$ cat src/hw/rtl/emp_pkg.sv
package emp_pkg;

   localparam int ENERGY_WIDTH = 32;
   localparam int TIME_WIDTH   = 64;
   localparam int POWER_WIDTH  = 14;
   localparam int SHIFT_WIDTH  = 5;

   // Energy delta times the scale factor fits in this many bits.
   localparam int NUM_WIDTH    = ENERGY_WIDTH + POWER_WIDTH;

   localparam logic [POWER_WIDTH-1:0] POWER_SCALE = 14'd10000;
   localparam logic [POWER_WIDTH-1:0] POWER_MAX   = 14'd9999;

   localparam int CSR_INDEX_WIDTH = 1;
   localparam int CSR_DATA_WIDTH  = SHIFT_WIDTH;

   localparam logic [CSR_INDEX_WIDTH-1:0] CSR_METER_ENABLED     = 1'd0;
   localparam logic [CSR_INDEX_WIDTH-1:0] CSR_ENERGY_UNIT_SHIFT = 1'd1;

endpackage

$ cat src/hw/rtl/emp_req_if.sv
interface emp_req_if;
   logic                              valid;
   logic                              ready;
   logic [emp_pkg::ENERGY_WIDTH-1:0]  energy_count;
   logic [emp_pkg::TIME_WIDTH-1:0]    time_ms;

   modport source (output valid, output energy_count, output time_ms, input ready);
   modport sink   (input valid, input energy_count, input time_ms, output ready);
endinterface

$ cat src/hw/rtl/emp_rsp_if.sv
interface emp_rsp_if;
   logic                             valid;
   logic                             ready;
   logic [emp_pkg::POWER_WIDTH-1:0]  power_tenths_watts;

   modport source (output valid, output power_tenths_watts, input ready);
   modport sink   (input valid, input power_tenths_watts, output ready);
endinterface

$ cat src/hw/rtl/emp_csr_if.sv
interface emp_csr_if;
   logic                                valid;
   logic                                ready;
   logic [emp_pkg::CSR_INDEX_WIDTH-1:0] index;
   logic [emp_pkg::CSR_DATA_WIDTH-1:0]  data;

   modport source (output valid, output index, output data, input ready);
   modport sink   (input valid, input index, input data, output ready);
endinterface

$ cat src/hw/rtl/energy_counter_power_meter_top.sv
// Channel   Port     Direction  Contents
// request   req_ch   in         energy_count[31:0], time_ms[63:0]
// response  rsp_ch   out        power_tenths_watts[13:0]
// config    csr_ch   in         index (0 enable, 1 unit shift), data[4:0]
//
// A computed request steps through the multiply, the shift state that doubles
// the divisor once per unit of the unit shift, a check, the restoring divide at
// one quotient bit per cycle, and the finish and done states; the next request
// is taken once the machine is back in idle. Disabled, priming, zero-interval
// and zero-shift requests go straight to done. Reset is synchronous and clears
// the stored sample, the primed flag, the settings, the state and the response
// valid, not the datapath. A stalled response holds in its output register;
// the next request is taken meanwhile and waits at its end for it to free.
module energy_counter_power_meter_top (
   input  logic         clock,
   input  logic         reset,
   emp_req_if.sink      req_ch,
   emp_rsp_if.source    rsp_ch,
   emp_csr_if.sink      csr_ch
);
   import emp_pkg::*;

   localparam logic [2:0] ST_IDLE   = 3'd0;
   localparam logic [2:0] ST_MUL    = 3'd1;
   localparam logic [2:0] ST_SHIFT  = 3'd2;
   localparam logic [2:0] ST_CHECK  = 3'd3;
   localparam logic [2:0] ST_DIV    = 3'd4;
   localparam logic [2:0] ST_FINISH = 3'd5;
   localparam logic [2:0] ST_DONE   = 3'd6;

   localparam int CNT_WIDTH = $clog2(NUM_WIDTH);

   logic [2:0]              state_ff, state_in;
   logic                    enabled_ff, enabled_in;
   logic [SHIFT_WIDTH-1:0]  shift_ff, shift_in;
   logic                    primed_ff, primed_in;
   logic [ENERGY_WIDTH-1:0] prev_energy_ff, prev_energy_in;
   logic [TIME_WIDTH-1:0]   prev_time_ff, prev_time_in;
   logic [ENERGY_WIDTH-1:0] delta_e_ff, delta_e_in;
   logic [TIME_WIDTH-1:0]   denom_ff, denom_in;
   logic [NUM_WIDTH-1:0]    acc_ff, acc_in;
   logic [TIME_WIDTH-1:0]   rem_ff, rem_in;
   logic [POWER_WIDTH-1:0]  quot_ff, quot_in;
   logic                    ovf_ff, ovf_in;
   logic [CNT_WIDTH-1:0]    cnt_ff, cnt_in;
   logic [POWER_WIDTH-1:0]  result_ff, result_in;
   logic                    rsp_valid_ff, rsp_valid_in;
   logic [POWER_WIDTH-1:0]  rsp_power_ff, rsp_power_in;

   logic                    req_fire;
   logic                    csr_fire;
   logic [ENERGY_WIDTH-1:0] delta_e;
   logic [TIME_WIDTH-1:0]   delta_t;
   logic [TIME_WIDTH:0]     trial;
   logic [TIME_WIDTH:0]     diff;
   logic                    quot_bit;

   assign req_ch.ready = (state_ff == ST_IDLE);
   assign csr_ch.ready = 1'b1;
   assign req_fire     = req_ch.valid && req_ch.ready;
   assign csr_fire     = csr_ch.valid && csr_ch.ready;

   assign rsp_ch.valid              = rsp_valid_ff;
   assign rsp_ch.power_tenths_watts = rsp_power_ff;

   assign delta_e = req_ch.energy_count - prev_energy_ff;
   assign delta_t = req_ch.time_ms - prev_time_ff;

   // The partial remainder stays below the divisor, so one shifted-in bit
   // makes a 65-bit trial value.
   assign trial    = {rem_ff, acc_ff[NUM_WIDTH-1]};
   assign diff     = trial - {1'b0, denom_ff};
   assign quot_bit = !diff[TIME_WIDTH];

   always_comb begin
      enabled_in = enabled_ff;
      shift_in   = shift_ff;
      if (csr_fire) begin
         case (csr_ch.index)
            CSR_METER_ENABLED:     enabled_in = csr_ch.data[0];
            CSR_ENERGY_UNIT_SHIFT: shift_in   = csr_ch.data[SHIFT_WIDTH-1:0];
            default: ;
         endcase
      end
   end

   always_comb begin
      state_in       = state_ff;
      primed_in      = primed_ff;
      prev_energy_in = prev_energy_ff;
      prev_time_in   = prev_time_ff;
      delta_e_in     = delta_e_ff;
      denom_in       = denom_ff;
      acc_in         = acc_ff;
      rem_in         = rem_ff;
      quot_in        = quot_ff;
      ovf_in         = ovf_ff;
      cnt_in         = cnt_ff;
      result_in      = result_ff;
      rsp_valid_in   = rsp_valid_ff;
      rsp_power_in   = rsp_power_ff;

      if (rsp_ch.ready) begin
         rsp_valid_in = 1'b0;
      end

      case (state_ff)
         ST_IDLE: begin
            if (req_fire) begin
               result_in = '0;
               state_in  = ST_DONE;
               if (enabled_ff) begin
                  prev_energy_in = req_ch.energy_count;
                  prev_time_in   = req_ch.time_ms;
                  primed_in      = 1'b1;
                  if (primed_ff && delta_t != '0 && shift_ff != '0) begin
                     delta_e_in = delta_e;
                     denom_in   = delta_t;
                     acc_in     = '0;
                     cnt_in     = CNT_WIDTH'(POWER_WIDTH - 1);
                     state_in   = ST_MUL;
                  end
               end
            end
         end
         // Shift-and-add over the bits of the scale factor, high bit first.
         ST_MUL: begin
            acc_in = {acc_ff[NUM_WIDTH-2:0], 1'b0}
                     + (POWER_SCALE[cnt_ff[$clog2(POWER_WIDTH)-1:0]]
                        ? NUM_WIDTH'(delta_e_ff) : NUM_WIDTH'(0));
            cnt_in = cnt_ff - 1'b1;
            if (cnt_ff == '0) begin
               cnt_in   = CNT_WIDTH'(shift_ff);
               state_in = ST_SHIFT;
            end
         end
         ST_SHIFT: begin
            if (cnt_ff == '0) begin
               state_in = ST_CHECK;
            end else begin
               denom_in = {denom_ff[TIME_WIDTH-2:0], 1'b0};
               cnt_in   = cnt_ff - 1'b1;
            end
         end
         ST_CHECK: begin
            if (denom_ff == '0) begin
               state_in = ST_DONE;
            end else begin
               rem_in   = '0;
               quot_in  = '0;
               ovf_in   = 1'b0;
               cnt_in   = CNT_WIDTH'(NUM_WIDTH - 1);
               state_in = ST_DIV;
            end
         end
         // Only the low quotient bits are kept; any bit shifted out above
         // them means the result saturates.
         ST_DIV: begin
            rem_in  = quot_bit ? diff[TIME_WIDTH-1:0] : trial[TIME_WIDTH-1:0];
            acc_in  = {acc_ff[NUM_WIDTH-2:0], 1'b0};
            quot_in = {quot_ff[POWER_WIDTH-2:0], quot_bit};
            ovf_in  = ovf_ff || quot_ff[POWER_WIDTH-1];
            cnt_in  = cnt_ff - 1'b1;
            if (cnt_ff == '0) begin
               state_in = ST_FINISH;
            end
         end
         ST_FINISH: begin
            result_in = (ovf_ff || quot_ff > POWER_MAX) ? POWER_MAX : quot_ff;
            state_in  = ST_DONE;
         end
         ST_DONE: begin
            if (!rsp_valid_ff || rsp_ch.ready) begin
               rsp_valid_in = 1'b1;
               rsp_power_in = result_ff;
               state_in     = ST_IDLE;
            end
         end
         default: begin
            state_in = ST_IDLE;
         end
      endcase
   end

   always_ff @(posedge clock) begin
      if (reset) begin
         state_ff       <= ST_IDLE;
         enabled_ff     <= 1'b0;
         shift_ff       <= '0;
         primed_ff      <= 1'b0;
         prev_energy_ff <= '0;
         prev_time_ff   <= '0;
         rsp_valid_ff   <= 1'b0;
      end else begin
         state_ff       <= state_in;
         enabled_ff     <= enabled_in;
         shift_ff       <= shift_in;
         primed_ff      <= primed_in;
         prev_energy_ff <= prev_energy_in;
         prev_time_ff   <= prev_time_in;
         rsp_valid_ff   <= rsp_valid_in;
      end
   end

   always_ff @(posedge clock) begin
      delta_e_ff   <= delta_e_in;
      denom_ff     <= denom_in;
      acc_ff       <= acc_in;
      rem_ff       <= rem_in;
      quot_ff      <= quot_in;
      ovf_ff       <= ovf_in;
      cnt_ff       <= cnt_in;
      result_ff    <= result_in;
      rsp_power_ff <= rsp_power_in;
   end

endmodule

$ cat src/flat_wrapper.sv
// flat-port wrapper written by rule: the top's interface ports become plain ports
module energy_counter_power_meter_top_flat import emp_pkg::*;
  (clock, reset, req_ch_valid, req_ch_energy_count, req_ch_time_ms, req_ch_ready, rsp_ch_valid, rsp_ch_power_tenths_watts, rsp_ch_ready, csr_ch_valid, csr_ch_index, csr_ch_data, csr_ch_ready);
  emp_req_if req_ch_i ();
  emp_rsp_if rsp_ch_i ();
  emp_csr_if csr_ch_i ();
  input  logic clock;
  input  logic reset;
  input wire logic [$bits(req_ch_i.valid)-1:0] req_ch_valid;
  input wire logic [$bits(req_ch_i.energy_count)-1:0] req_ch_energy_count;
  input wire logic [$bits(req_ch_i.time_ms)-1:0] req_ch_time_ms;
  output wire logic [$bits(req_ch_i.ready)-1:0] req_ch_ready;
  output wire logic [$bits(rsp_ch_i.valid)-1:0] rsp_ch_valid;
  output wire logic [$bits(rsp_ch_i.power_tenths_watts)-1:0] rsp_ch_power_tenths_watts;
  input wire logic [$bits(rsp_ch_i.ready)-1:0] rsp_ch_ready;
  input wire logic [$bits(csr_ch_i.valid)-1:0] csr_ch_valid;
  input wire logic [$bits(csr_ch_i.index)-1:0] csr_ch_index;
  input wire logic [$bits(csr_ch_i.data)-1:0] csr_ch_data;
  output wire logic [$bits(csr_ch_i.ready)-1:0] csr_ch_ready;
  assign req_ch_i.valid = req_ch_valid;
  assign req_ch_i.energy_count = req_ch_energy_count;
  assign req_ch_i.time_ms = req_ch_time_ms;
  assign req_ch_ready = req_ch_i.ready;
  assign rsp_ch_valid = rsp_ch_i.valid;
  assign rsp_ch_power_tenths_watts = rsp_ch_i.power_tenths_watts;
  assign rsp_ch_i.ready = rsp_ch_ready;
  assign csr_ch_i.valid = csr_ch_valid;
  assign csr_ch_i.index = csr_ch_index;
  assign csr_ch_i.data = csr_ch_data;
  assign csr_ch_ready = csr_ch_i.ready;
  energy_counter_power_meter_top u_core (.clock(clock), .reset(reset), .req_ch(req_ch_i), .rsp_ch(rsp_ch_i), .csr_ch(csr_ch_i));
endmodule
$ cat config.mk
export PLATFORM = sky130hd
export DESIGN_NAME = energy_counter_power_meter_top_flat
export DESIGN_NICKNAME = d
export VERILOG_FILES = /design/src/hw/rtl/emp_pkg.sv /design/src/hw/rtl/emp_req_if.sv /design/src/hw/rtl/emp_rsp_if.sv /design/src/hw/rtl/emp_csr_if.sv /design/src/hw/rtl/energy_counter_power_meter_top.sv /design/src/flat_wrapper.sv
export SDC_FILE = /design/constraint.sdc
export NUM_CORES = 1
export LEC_CHECK = 0
export BUFFER_PORTS_ARGS = -buffer_cell sky130_fd_sc_hd__clkbuf_2
export CAP_MARGIN = 20
export CORE_UTILIZATION = 45
export CTS_CLUSTER_SIZE = 16
export DETAILED_ROUTE_END_ITERATION = 7
export GPL_TIMING_DRIVEN = 0
export PLACE_DENSITY = 0.7
export SYNTH_ARGS = -nofsm -noshare
export SYNTH_HDL_FRONTEND = slang
export SYNTH_SLANG_ARGS = --single-unit
$ cat constraint.sdc
create_clock -name clock -period 13.7 [get_ports clock]
set_input_delay 2.74 -clock clock [delete_from_list [all_inputs] [get_ports clock]]
set_output_delay 2.74 -clock clock [all_outputs]
set_load 0.03 [all_outputs]
==> Yosys cells after proc, flatten, opt, wreduce, memory -nomap -nowiden <==
Memories as Yosys holds them, arrays and structs flattened. A register that Yosys moved wholly into a read port is not among the register bits.
Index checks and enable logic that the tools add are counted.
{ "classes": {"div": 0, "n_eq_ne": 15, "reduce_logical": 29, "add_sub_neg": 5, "n_mux": 41, "shifts": 0, "n_mul": 0, "order_cmp": 2, "bitwise": 1} }
{ "ops": {"columns": ["op", "count"], "rows": [
  ["64-bit 2-to-1 mux", 6],
  ["64-bit case mux with 2 select lines", 2],
  ["46-bit 2-to-1 mux", 3],
  ["46-bit case mux with 3 select lines", 1],
  ["65-bit by 64-bit subtractor with 65-bit output", 1],
  ["64-bit logical NOT", 1],
  ["64-bit nonzero test", 1],
  ["64-bit subtractor", 1],
  ["14-bit case mux with 2 select lines", 2],
  ["46-bit adder", 1],
  ["14-bit 2-to-1 mux", 3],
  ["6-bit 2-to-1 mux", 6],
  ["32-bit 2-to-1 mux", 1],
  ["32-bit subtractor", 1],
  ["6-bit case mux with 5 select lines", 1],
  ["3-bit 2-to-1 mux", 7],
  ["3-bit case mux with 7 select lines", 1],
  ["14-bit > comparator (second input constant)", 1],
  ["2-bit inequality test (second input constant)", 5],
  ["2-bit AND reduction", 5],
  ["5-bit AND reduction", 2],
  ["5-bit nonzero test", 2],
  ["3-bit equality test (second input constant)", 3],
  ["2-bit by 1-bit inequality test with 1-bit output (second input constant)", 4],
  ["19 further kinds", 32]
]} }
{ "totals": {"ramBits": 0, "output_inout_bits": 17, "latch_bits": 0, "mem_count": 1, "word_cells": 110, "romBits": 16, "reg_bits": 362, "input_bits": 107} }
{ "mem_list": {"columns": ["name", "words", "word_bits", "read_ports", "rd_clocked_by_memory_dff", "wr", "line_no", "source"], "rows": [
  ["(no name shown)", 16, 1, 1, 1, 0, "energy_counter_power_meter_top.sv:129", "+ (POWER_SCALE[cnt_ff[$clog2(POWER_WIDTH)-1:0]]"]
]} }

==> Logic depth before layout (Yosys ltp) <==
Gate-level depths: netlist of the first run.
{ "depth": {"ltp_word": 9, "depth_mapped": 19, "depth_no_buf": 17} }

==> Worst setup path after synthesis of the first run <==
Ideal clock, no wire load.
{ "synth_path": {"path_kind": "input to register", "start": "in req_ch_time_ms[0]", "end": "reg u_core.denom_ff[0], enable pin", "n_path_buf": 0, "t_arrival_ps": 8406, "setup_slack_ps": 4800, "path_stages": 16, "setup_time_ps": 494, "path_cell_list": "inv_1 -> ha_1 -> fa_1 -> nand2b_1 -> a21oi_1 -> o211ai_1 -> a311oi_1 -> o21ai_2 -> o21ai_2 -> a31oi_1 -> o31ai_1 -> xor2_1 -> nor2_1 -> nand4b_1 -> nand2_1 -> o21ai_1"} }
{ "synth_between": {"elab_chain_len": 6} }
{ "synth_rtl": {"columns": ["element", "line_no", "source"], "rows": [
  ["start: declaration", "flat_wrapper.sv:11", "input wire logic [$bits(req_ch_i.time_ms)-1:0] req_ch_time_ms;"],
  ["64-bit subtractor", "energy_counter_power_meter_top.sv:67", "assign delta_t = req_ch.time_ms - prev_time_ff;"],
  ["64-bit nonzero test", "energy_counter_power_meter_top.sv:116", "if (primed_ff && delta_t != '0 && shift_ff != '0) begin"],
  ["1-bit logical AND (2 in series)", "energy_counter_power_meter_top.sv:116", null],
  ["2-bit inequality test (no line)", null, null],
  ["5-bit AND reduction (no line)", null, null],
  ["end signal: assignment", "energy_counter_power_meter_top.sv:207", "denom_ff <= denom_in;"],
  ["end: declaration", "energy_counter_power_meter_top.sv:40", "logic [TIME_WIDTH-1:0] denom_ff, denom_in;"]
]} }
No other way between the ends.
A chain may end at the register's enable or synchronous reset.

==> Worst setup path in the final report of the first run <==
{ "layout_path": {"start": "in req_ch_time_ms[0]", "end": "reg u_core.acc_ff[23], enable pin"} }
{ "layout_between": {"elab_chain_len": 6} }
{ "layout_rtl": {"columns": ["element", "line_no", "source"], "rows": [
  ["64-bit subtractor", "energy_counter_power_meter_top.sv:67", null],
  ["64-bit nonzero test", "energy_counter_power_meter_top.sv:116", null],
  ["1-bit logical AND (2 in series)", "energy_counter_power_meter_top.sv:116", null],
  ["2-bit inequality test (no line)", null, null],
  ["4-bit AND reduction (no line)", null, null],
  ["end signal: assignment", "energy_counter_power_meter_top.sv:208", "acc_ff <= acc_in;"],
  ["end: declaration", "energy_counter_power_meter_top.sv:41", "logic [NUM_WIDTH-1:0] acc_ff, acc_in;"]
]} }
No other way between the ends.

==> results of run 1 <==
==> final timing paths <==
kind / startpoint / to / slack, ns / cells past startpoint
max: req_ch_time_ms[0] / u_core.acc_ff[23] / 6.31 / 19
min: u_core.result_ff[1] / u_core.rsp_ch.power_tenths_watts[1] / 0.42 / 0
max reg2reg: u_core.prev_time_ff[0] / u_core.acc_ff[23] / 8.30 / 17
min reg2reg: u_core.result_ff[1] / u_core.rsp_ch.power_tenths_watts[1] / 0.42 / 0
==> layout make-up <==
class                      instances  area share, %
clock buffer                      51           3.75
timing repair buffer             132           2.65
inverter                         234           2.98
tap                              765           3.25
buffer                           126           1.88
clock inverter                    28           1.22
multi-input combinational       2337           50.9
sequential                       363           33.3
antenna                            1        0.00850
==> synthesized netlist by cell type (all sizes together), types with 18 or more instances <==
| master | n |
|---|---|
| nand2 | 415 |
| a21oi | 329 |
| edfxtp | 255 |
| inv | 234 |
| nor2 | 232 |
| ha | 191 |
| o21ai | 189 |
| dfxtp | 108 |
| a21o | 106 |
| clkbuf | 104 |
| xnor2 | 97 |
| xor2 | 68 |
| mux2i | 60 |
| nand3 | 59 |
| nor3 | 51 |
| and2 | 50 |
| nand4 | 44 |
| nor4 | 38 |
| mux2 | 35 |
| o21a | 32 |
| nand2b | 31 |
| o21bai | 30 |
| nor2b | 26 |
| a31oi | 25 |
| and3 | 23 |
| buf | 22 |
| o211ai | 22 |
| a211oi | 18 |
==> logic make-up after synthesis <==
logic type	share of synthesized area (%)
AOI/OAI and AO/OA	19.9
xor gates and xnor gates	5.51
adders and majority gates	9.42
buffers and inverters	5.46
DFF	37.5
muxes	3.81
other	0.0143
and+or+nand+nor	18.4
==> sequential cells by signal, summed over array words and instances, names as in the netlist, 3 cells and up, named ones only <==
register                          count
u_core.acc_ff                        46
u_core.cnt_ff                         6
u_core.delta_e_ff                    32
u_core.denom_ff                      64
u_core.prev_energy_ff                32
u_core.prev_time_ff                  64
u_core.quot_ff                       14
u_core.rem_ff                        64
u_core.result_ff                     14
u_core.rsp_ch.power_tenths_watts     14
u_core.shift_ff                       5
u_core.state_ff                       3
==> per-stage QoR <==
step                      setup slack [ns]  instances
final                                 6.31       4037
after global routing                  5.98       4037
after CTS                             6.35       4035
after detailed placement              5.75       3956
after global placement                2.80       3946
after floorplan                       4.80       3060
==> power by group through the flow <==
stage / Combinational [W] / Clock, W / Sequential (W)
6_report: 0.00271 / 0.00121 / 0.00173
5_1_grt: 0.00301 / 0.00126 / 0.00176
4_1_cts: 0.00269 / 0.00123 / 0.00173
3_5_place_dp: 0.00267 / 0 / 0.00175
3_3_place_gp: 0.00259 / 0 / 0.00179
2_1_floorplan: 0.00206 / 0 / 0.00172
==> per-layer routing <==
| layer | vias up | track usage, % | part of all wire (%) |
|---|---|---|---|
| met4 | 2 | 8.25 | 3.3 |
| met2 | 606 | 36.4 | 45 |
| met1 | 10500 | 31.7 | 47 |
| li1 | 11300 | - | - |
| met5 | - | 0 | 0.016 |
| met3 | 131 | 3.45 | 5.6 |
==> run summary, run 1 <==
Status - complete, no violations
Initial cell density of the core - 45.5%
Hold Path Class - flop to flop
Post_cts resized - 0
Syn. warnings - 0
Maxcap violations - 0
Buf/Inv on CP - 4
Normalized max-slew margin - 31.9%
Total Routing Usage GR - 23.0%
IO Count - 124
Vias/cell - 5.58
Antenna violations before repair - 2
Switching Share - 40.3%
Initial drt markers - 1792
Clock sinks - 363
Area after DPL - 28000 sq um
Sequential share of the synthesized area - 37.5%
Layout Nets - 3539
Vias in the first global route - 21200
Count of final setup violators - 0
Commonest non-fill, non-tap cell in the layout - nand2_1
Least-Margin Pin Slew - 1.01 ns
Psw - 0.00227 W
# rows - 88
Syn nets - 3362
Clock Skew - 0.0250 ns
First-pass GRT wire length - 111000 microns
Detailed placer's ending HPWL - 53500 microns
Crit share post-route - 53.9%
Most frequent cells in the layout - nand2_1, a21oi_1, edfxtp_1
DIE HEIGHT - 243 microns
Final TNS setup - 0 ns
Largest cells by area after synthesis - edfxtp_1, ha_1, dfxtp_1
# hold bufs at CTS - 0
Combinational share of power - 47.9%
Yosys reg bits - 363
Internal power - 0.00337 W
WHS - 0.417 ns
Die ar. - 59200 sq um
Clock Path Buffers - 3
GPL Wtd Cong - 0.904
Final Core Density - 51.2%
Number of remaining DRC errors - 0
Crit-path cells - clkbuf_2 -> inv_1 -> ha_1 -> fa_1 -> nand2b_1 -> a21oi_1 -> o211ai_1 -> a311oi_1 -> o21ai_2 -> o21ai_2 -> xnor2_1 -> inv_1 -> or4b_1 -> nand4b_1 -> nor3_1 -> nand4b_1 -> a41o_1 -> and2_2 -> buf_12
Clock root cell - clkbuf_16
Die X-Extent - 243 microns
DR vias - 22500
Filler Cells Inserted - 5435
Share of cells above drive strength 1 - 8.84%
Peak Freq - 0.135 GHz
Ys async rst share - 0%
P_leak - 11.5 nW
CTS tree - done
Worst skew pair latency - 0.60 ns
Final ANT Viol Nets - 0
Cells after Synth - 3060
Ys flop type - edfxtp_1
Pwr dens - 192 nW/um^2
Largest net degree at the start of global routing - 32
DRT Pass-1 Iters - 6
Final Slew Violations - 0
Post-synth EDFFs - 255
Routed wire length - 68900 microns
H-tree levels - 2
Required time of the critical path - 14.05 ns
RSZ-0062 raised after global routing - false
Element type at the critical path end - flop
Maximum vdd drop - 0.000116 V
Core ar. - 57600 sq um
Clk pin slew, worst setup/hold paths - 0.06 ns
Reg power frac - 30.7%
Post-route cell area - 29500 sq um
Storage element area - 9820 sq um
Maximum fanout along the worst path - 27
Top-area cell type share of the netlist area - 29.2%
WP data arrival - 7.73 ns
Clk pwr share - 21.4%
Final min period - 7.39 ns
CP max stage cell - or4b_1
CP delay by family, top - simple AND/OR/NAND/NOR gates
Total grt overflow - 0
Buffers on Ports - 121
Postcts setup bufs - 0
Setup crit start kind - primary input
Post-Syn Area - 26200 sq um
Max incr delay on CP - 0.51 ns
Wirelength per Cell - 17.1 microns
Yosys top cell by area - edfxtp_1
Power, Total - 0.00565 W
Number of CTS-inserted buffers - 43
Area of the multi-input gates - 15000 sq um
Area grow syn2layout - 12.4%
Syn Area/Cell - 8.57 sq um
Synth cell types - 96
Crit Path Class - primary input to flop
Fin. Hold Viols - 0
(Power assumes the default switching activity.)
==> inputs of run 2 (changes only) <==
--- a/config.mk
+++ b/config.mk
@@ -5,6 +5,7 @@
 export SDC_FILE = /design/constraint.sdc
 export NUM_CORES = 1
 export LEC_CHECK = 0
+export ABC_AREA = 1
 export BUFFER_PORTS_ARGS = -buffer_cell sky130_fd_sc_hd__clkbuf_2
 export CAP_MARGIN = 20
 export CORE_UTILIZATION = 45
==> constraint.sdc (replaced) <==
create_clock -name clock -period 7.02 [get_ports clock]
set_input_delay 1.404 -clock clock [delete_from_list [all_inputs] [get_ports clock]]
set_output_delay 1.404 -clock clock [all_outputs]
set_load 0.03 [all_outputs]
==> run 2 against run 1 <==
  * Synthesized cell count rose by 34%
  * Sequential share of layout area fell by 2.4 points
  * Utilization barely moved
  * Design area rose by 7.9%
  * Non-clock buffer count fell by 42
  * Synthesized area rose by 8.9%
  * Sequential cell count did not move
  * Power rose by 95%
  * Setup slack got worse by 4.3 ns
  * Sequential power rose by 85%
  * Critical path depth rose by 7
  * Worst hold slack improved by 0.0019 ns
==> run summary, run 2 <==
Normalized max-slew margin - 24.3%
Post-Syn Area - 28500 sq um
Number of remaining DRC errors - 0
Least-Margin Pin Slew - 1.13 ns
WP data arrival - 5.32 ns
Share of cells above drive strength 1 - 6.74%
Peak Freq - 0.199 GHz
Area grow syn2layout - 11.4%
Largest net degree at the start of global routing - 37
CP max stage cell - fa_1
Total Routing Usage GR - 26.2%
First-pass GRT wire length - 133000 microns
Initial drt markers - 2169
Commonest non-fill, non-tap cell in the layout - nand2_1
Clock Skew - 0.0328 ns
Buffers on Ports - 121
Status - complete, no violations
Synth cell types - 61
Clock Path Buffers - 3
Syn nets - 4405
# rows - 91
# hold bufs at CTS - 0
Core ar. - 62200 sq um
Ys async rst share - 0%
Layout Nets - 4583
Cells after Synth - 4103
Detailed placer's ending HPWL - 68800 microns
Vias/cell - 5.24
Initial cell density of the core - 45.9%
Setup crit start kind - primary input
Most frequent cells in the layout - nand2_1, inv_1, nor2_1
Pwr dens - 347 nW/um^2
CTS tree - done
Number of CTS-inserted buffers - 43
Maxcap violations - 0
R2R cell count - 24
Sequential share of the synthesized area - 34.4%
Wirelength per Cell - 16.4 microns
Final min period - 5.03 ns
WHS - 0.419 ns
Count of final setup violators - 0
Maximum vdd drop - 0.000212 V
Ys flop type - edfxtp_1
Crit share post-route - 71.6%
IO Count - 124
Hold Path Class - flop to flop
Worst hold start - u_core.result_ff[7]
DP Cell Count - 5072
Clock sinks - 363
Routed wire length - 84500 microns
Crit Path Class - primary input to flop
RSZ-0062 raised after global routing - false
Die ar. - 64500 sq um
H-tree levels - 2
DIE HEIGHT - 254 microns
Post-synth top cells - nand2_1, inv_1, nor2_1
Yosys reg bits - 363
Layout Cells excl Fill - 5154
Largest cells by area after synthesis - edfxtp_1, nand2_1, inv_1
Die X-Extent - 254 microns
P_leak - 14.9 nW
Clk pin slew, worst setup/hold paths - 0.06 ns
Maximum fanout along the worst path - 11
Worst skew pair latency - 0.60 ns
Required time of the critical path - 7.31 ns
Top-area cell type share of the netlist area - 26.8%
GPL Wtd Cong - 0.980
Postcts setup bufs - 0
Regs by FF count - u_core.denom_ff (64), u_core.prev_time_ff (64), u_core.rem_ff (64)
Final Slew Violations - 0
Most Frequent Cell on Critical Path - nand2_1
Antenna violations before repair - 2
DRT Pass-1 Iters - 8
R2R Path End - u_core.acc_ff[8]
Syn. warnings - 0
Fin. Hold Viols - 0
Area after DPL - 30400 sq um
DR vias - 27000
Hold path cells - 0
Final ANT Viol Nets - 0
Total grt overflow - 0
Post-synth EDFFs - 255
Max incr delay on CP - 0.44 ns
Worst R2R Start - u_core.prev_time_ff[0]
Dominant cell by count in the synthesized netlist - nand2_1
Post-route cell area - 31800 sq um
Element type at the critical path end - flop
Worst hold endpoint - u_core.rsp_ch.power_tenths_watts[7]
Post_cts resized - 0
Vias in the first global route - 25400
Filler Cells Inserted - 6360
Yosys top cell by area - edfxtp_1
Reg-to-reg slack, setup - 2.71 ns
Clock root cell - clkbuf_16
Syn Area/Cell - 6.96 sq um
-- run 2: changes by cell type in the layout (fill, tap and decap cells not counted), sizes merged, moves of 34 or more --
cell and change:
a21oi -52, o21ai +82, a21o -96, a211oi +84, inv +509, xnor2 -43, mux2 -35, and2 -50
clkbuf -34, mux2i -60, nor2 +304, nand3 +53, nand2 +617
-- run 2: worst max-delay path by stage --
stage / depth (start not counted) / to / startpoint
2_1_floorplan: 24 / u_core.acc_ff[0] / req_ch_time_ms[0]
3_3_place_gp: 23 / u_core.acc_ff[5] / req_ch_time_ms[0]
3_5_place_dp: 23 / u_core.delta_e_ff[1] / req_ch_time_ms[0]
4_1_cts: 23 / u_core.delta_e_ff[1] / req_ch_time_ms[0]
5_1_grt: 26 / u_core.acc_ff[9] / req_ch_time_ms[0]
6_report: 26 / u_core.acc_ff[8] / req_ch_time_ms[0]
-- run 2: kinds of logic after synthesis --
group	Yosys count	share of synthesized area [%]
AOI/OAI and AO/OA	785	16.0
xor gates and xnor gates	122	3.74
adders and majority gates	195	8.65
buffers and inverters	829	11.3
DFF	363	34.4
other	1	0.0131
and+or+nand+nor	1808	25.9
-- run 2: final cells by class --
| type | count | area (sq um) | area share (%) |
|---|---|---|---|
| multi-input combinational | 2911 | 15500 | 48.9 |
| sequential | 363 | 9820 | 30.9 |
| inverter | 746 | 2800 | 8.81 |
| clock buffer | 56 | 1170 | 3.67 |
| tap | 837 | 1050 | 3.29 |
| timing repair buffer | 133 | 759 | 2.39 |
| buffer | 83 | 425 | 1.34 |
| clock inverter | 23 | 235 | 0.740 |
| antenna | 2 | 5.00 | 0.0157 |
-- run 2: power by group --
group          internal (W)  switching, W  leakage, nW  total [W]
clock               0.00132      0.000942        0.672    0.00226
combinational       0.00184       0.00371         11.0    0.00555
sequential          0.00297      0.000236         3.25    0.00320
total               0.00613       0.00489         14.9     0.0110
-- run 2: per-layer routing --
metal / GRT usage (%) / share of wire (%) / up-vias
met5: 0 / 0.012 / -
met4: 8.85 / 3.2 / 2
met3: 2.90 / 5.7 / 140
met2: 42.0 / 44 / 785
met1: 36.4 / 47 / 12400
li1: - / - / 13700
-- run 2: stage by stage --
stage	utilization (%)	power [W]	setup TNS, ns	worst slack, ns
after floorplan	-	0.00719	0	0.0967
after global placement	48.6	0.00861	-258.44	-3.01
after detailed placement	48.9	0.00868	0	1.40
after CTS	51.1	0.0110	0	2.00
after global routing	51.1	0.0118	0	1.71
final	51.1	0.0110	0	1.99
-- run 2: critical path: cells and delay by family --
family / cells / cell delay, ns
adders and majority gates: 2 / 0.68
buffers and inverters: 6 / 0.84
and+or+nand+nor: 18 / 2.36
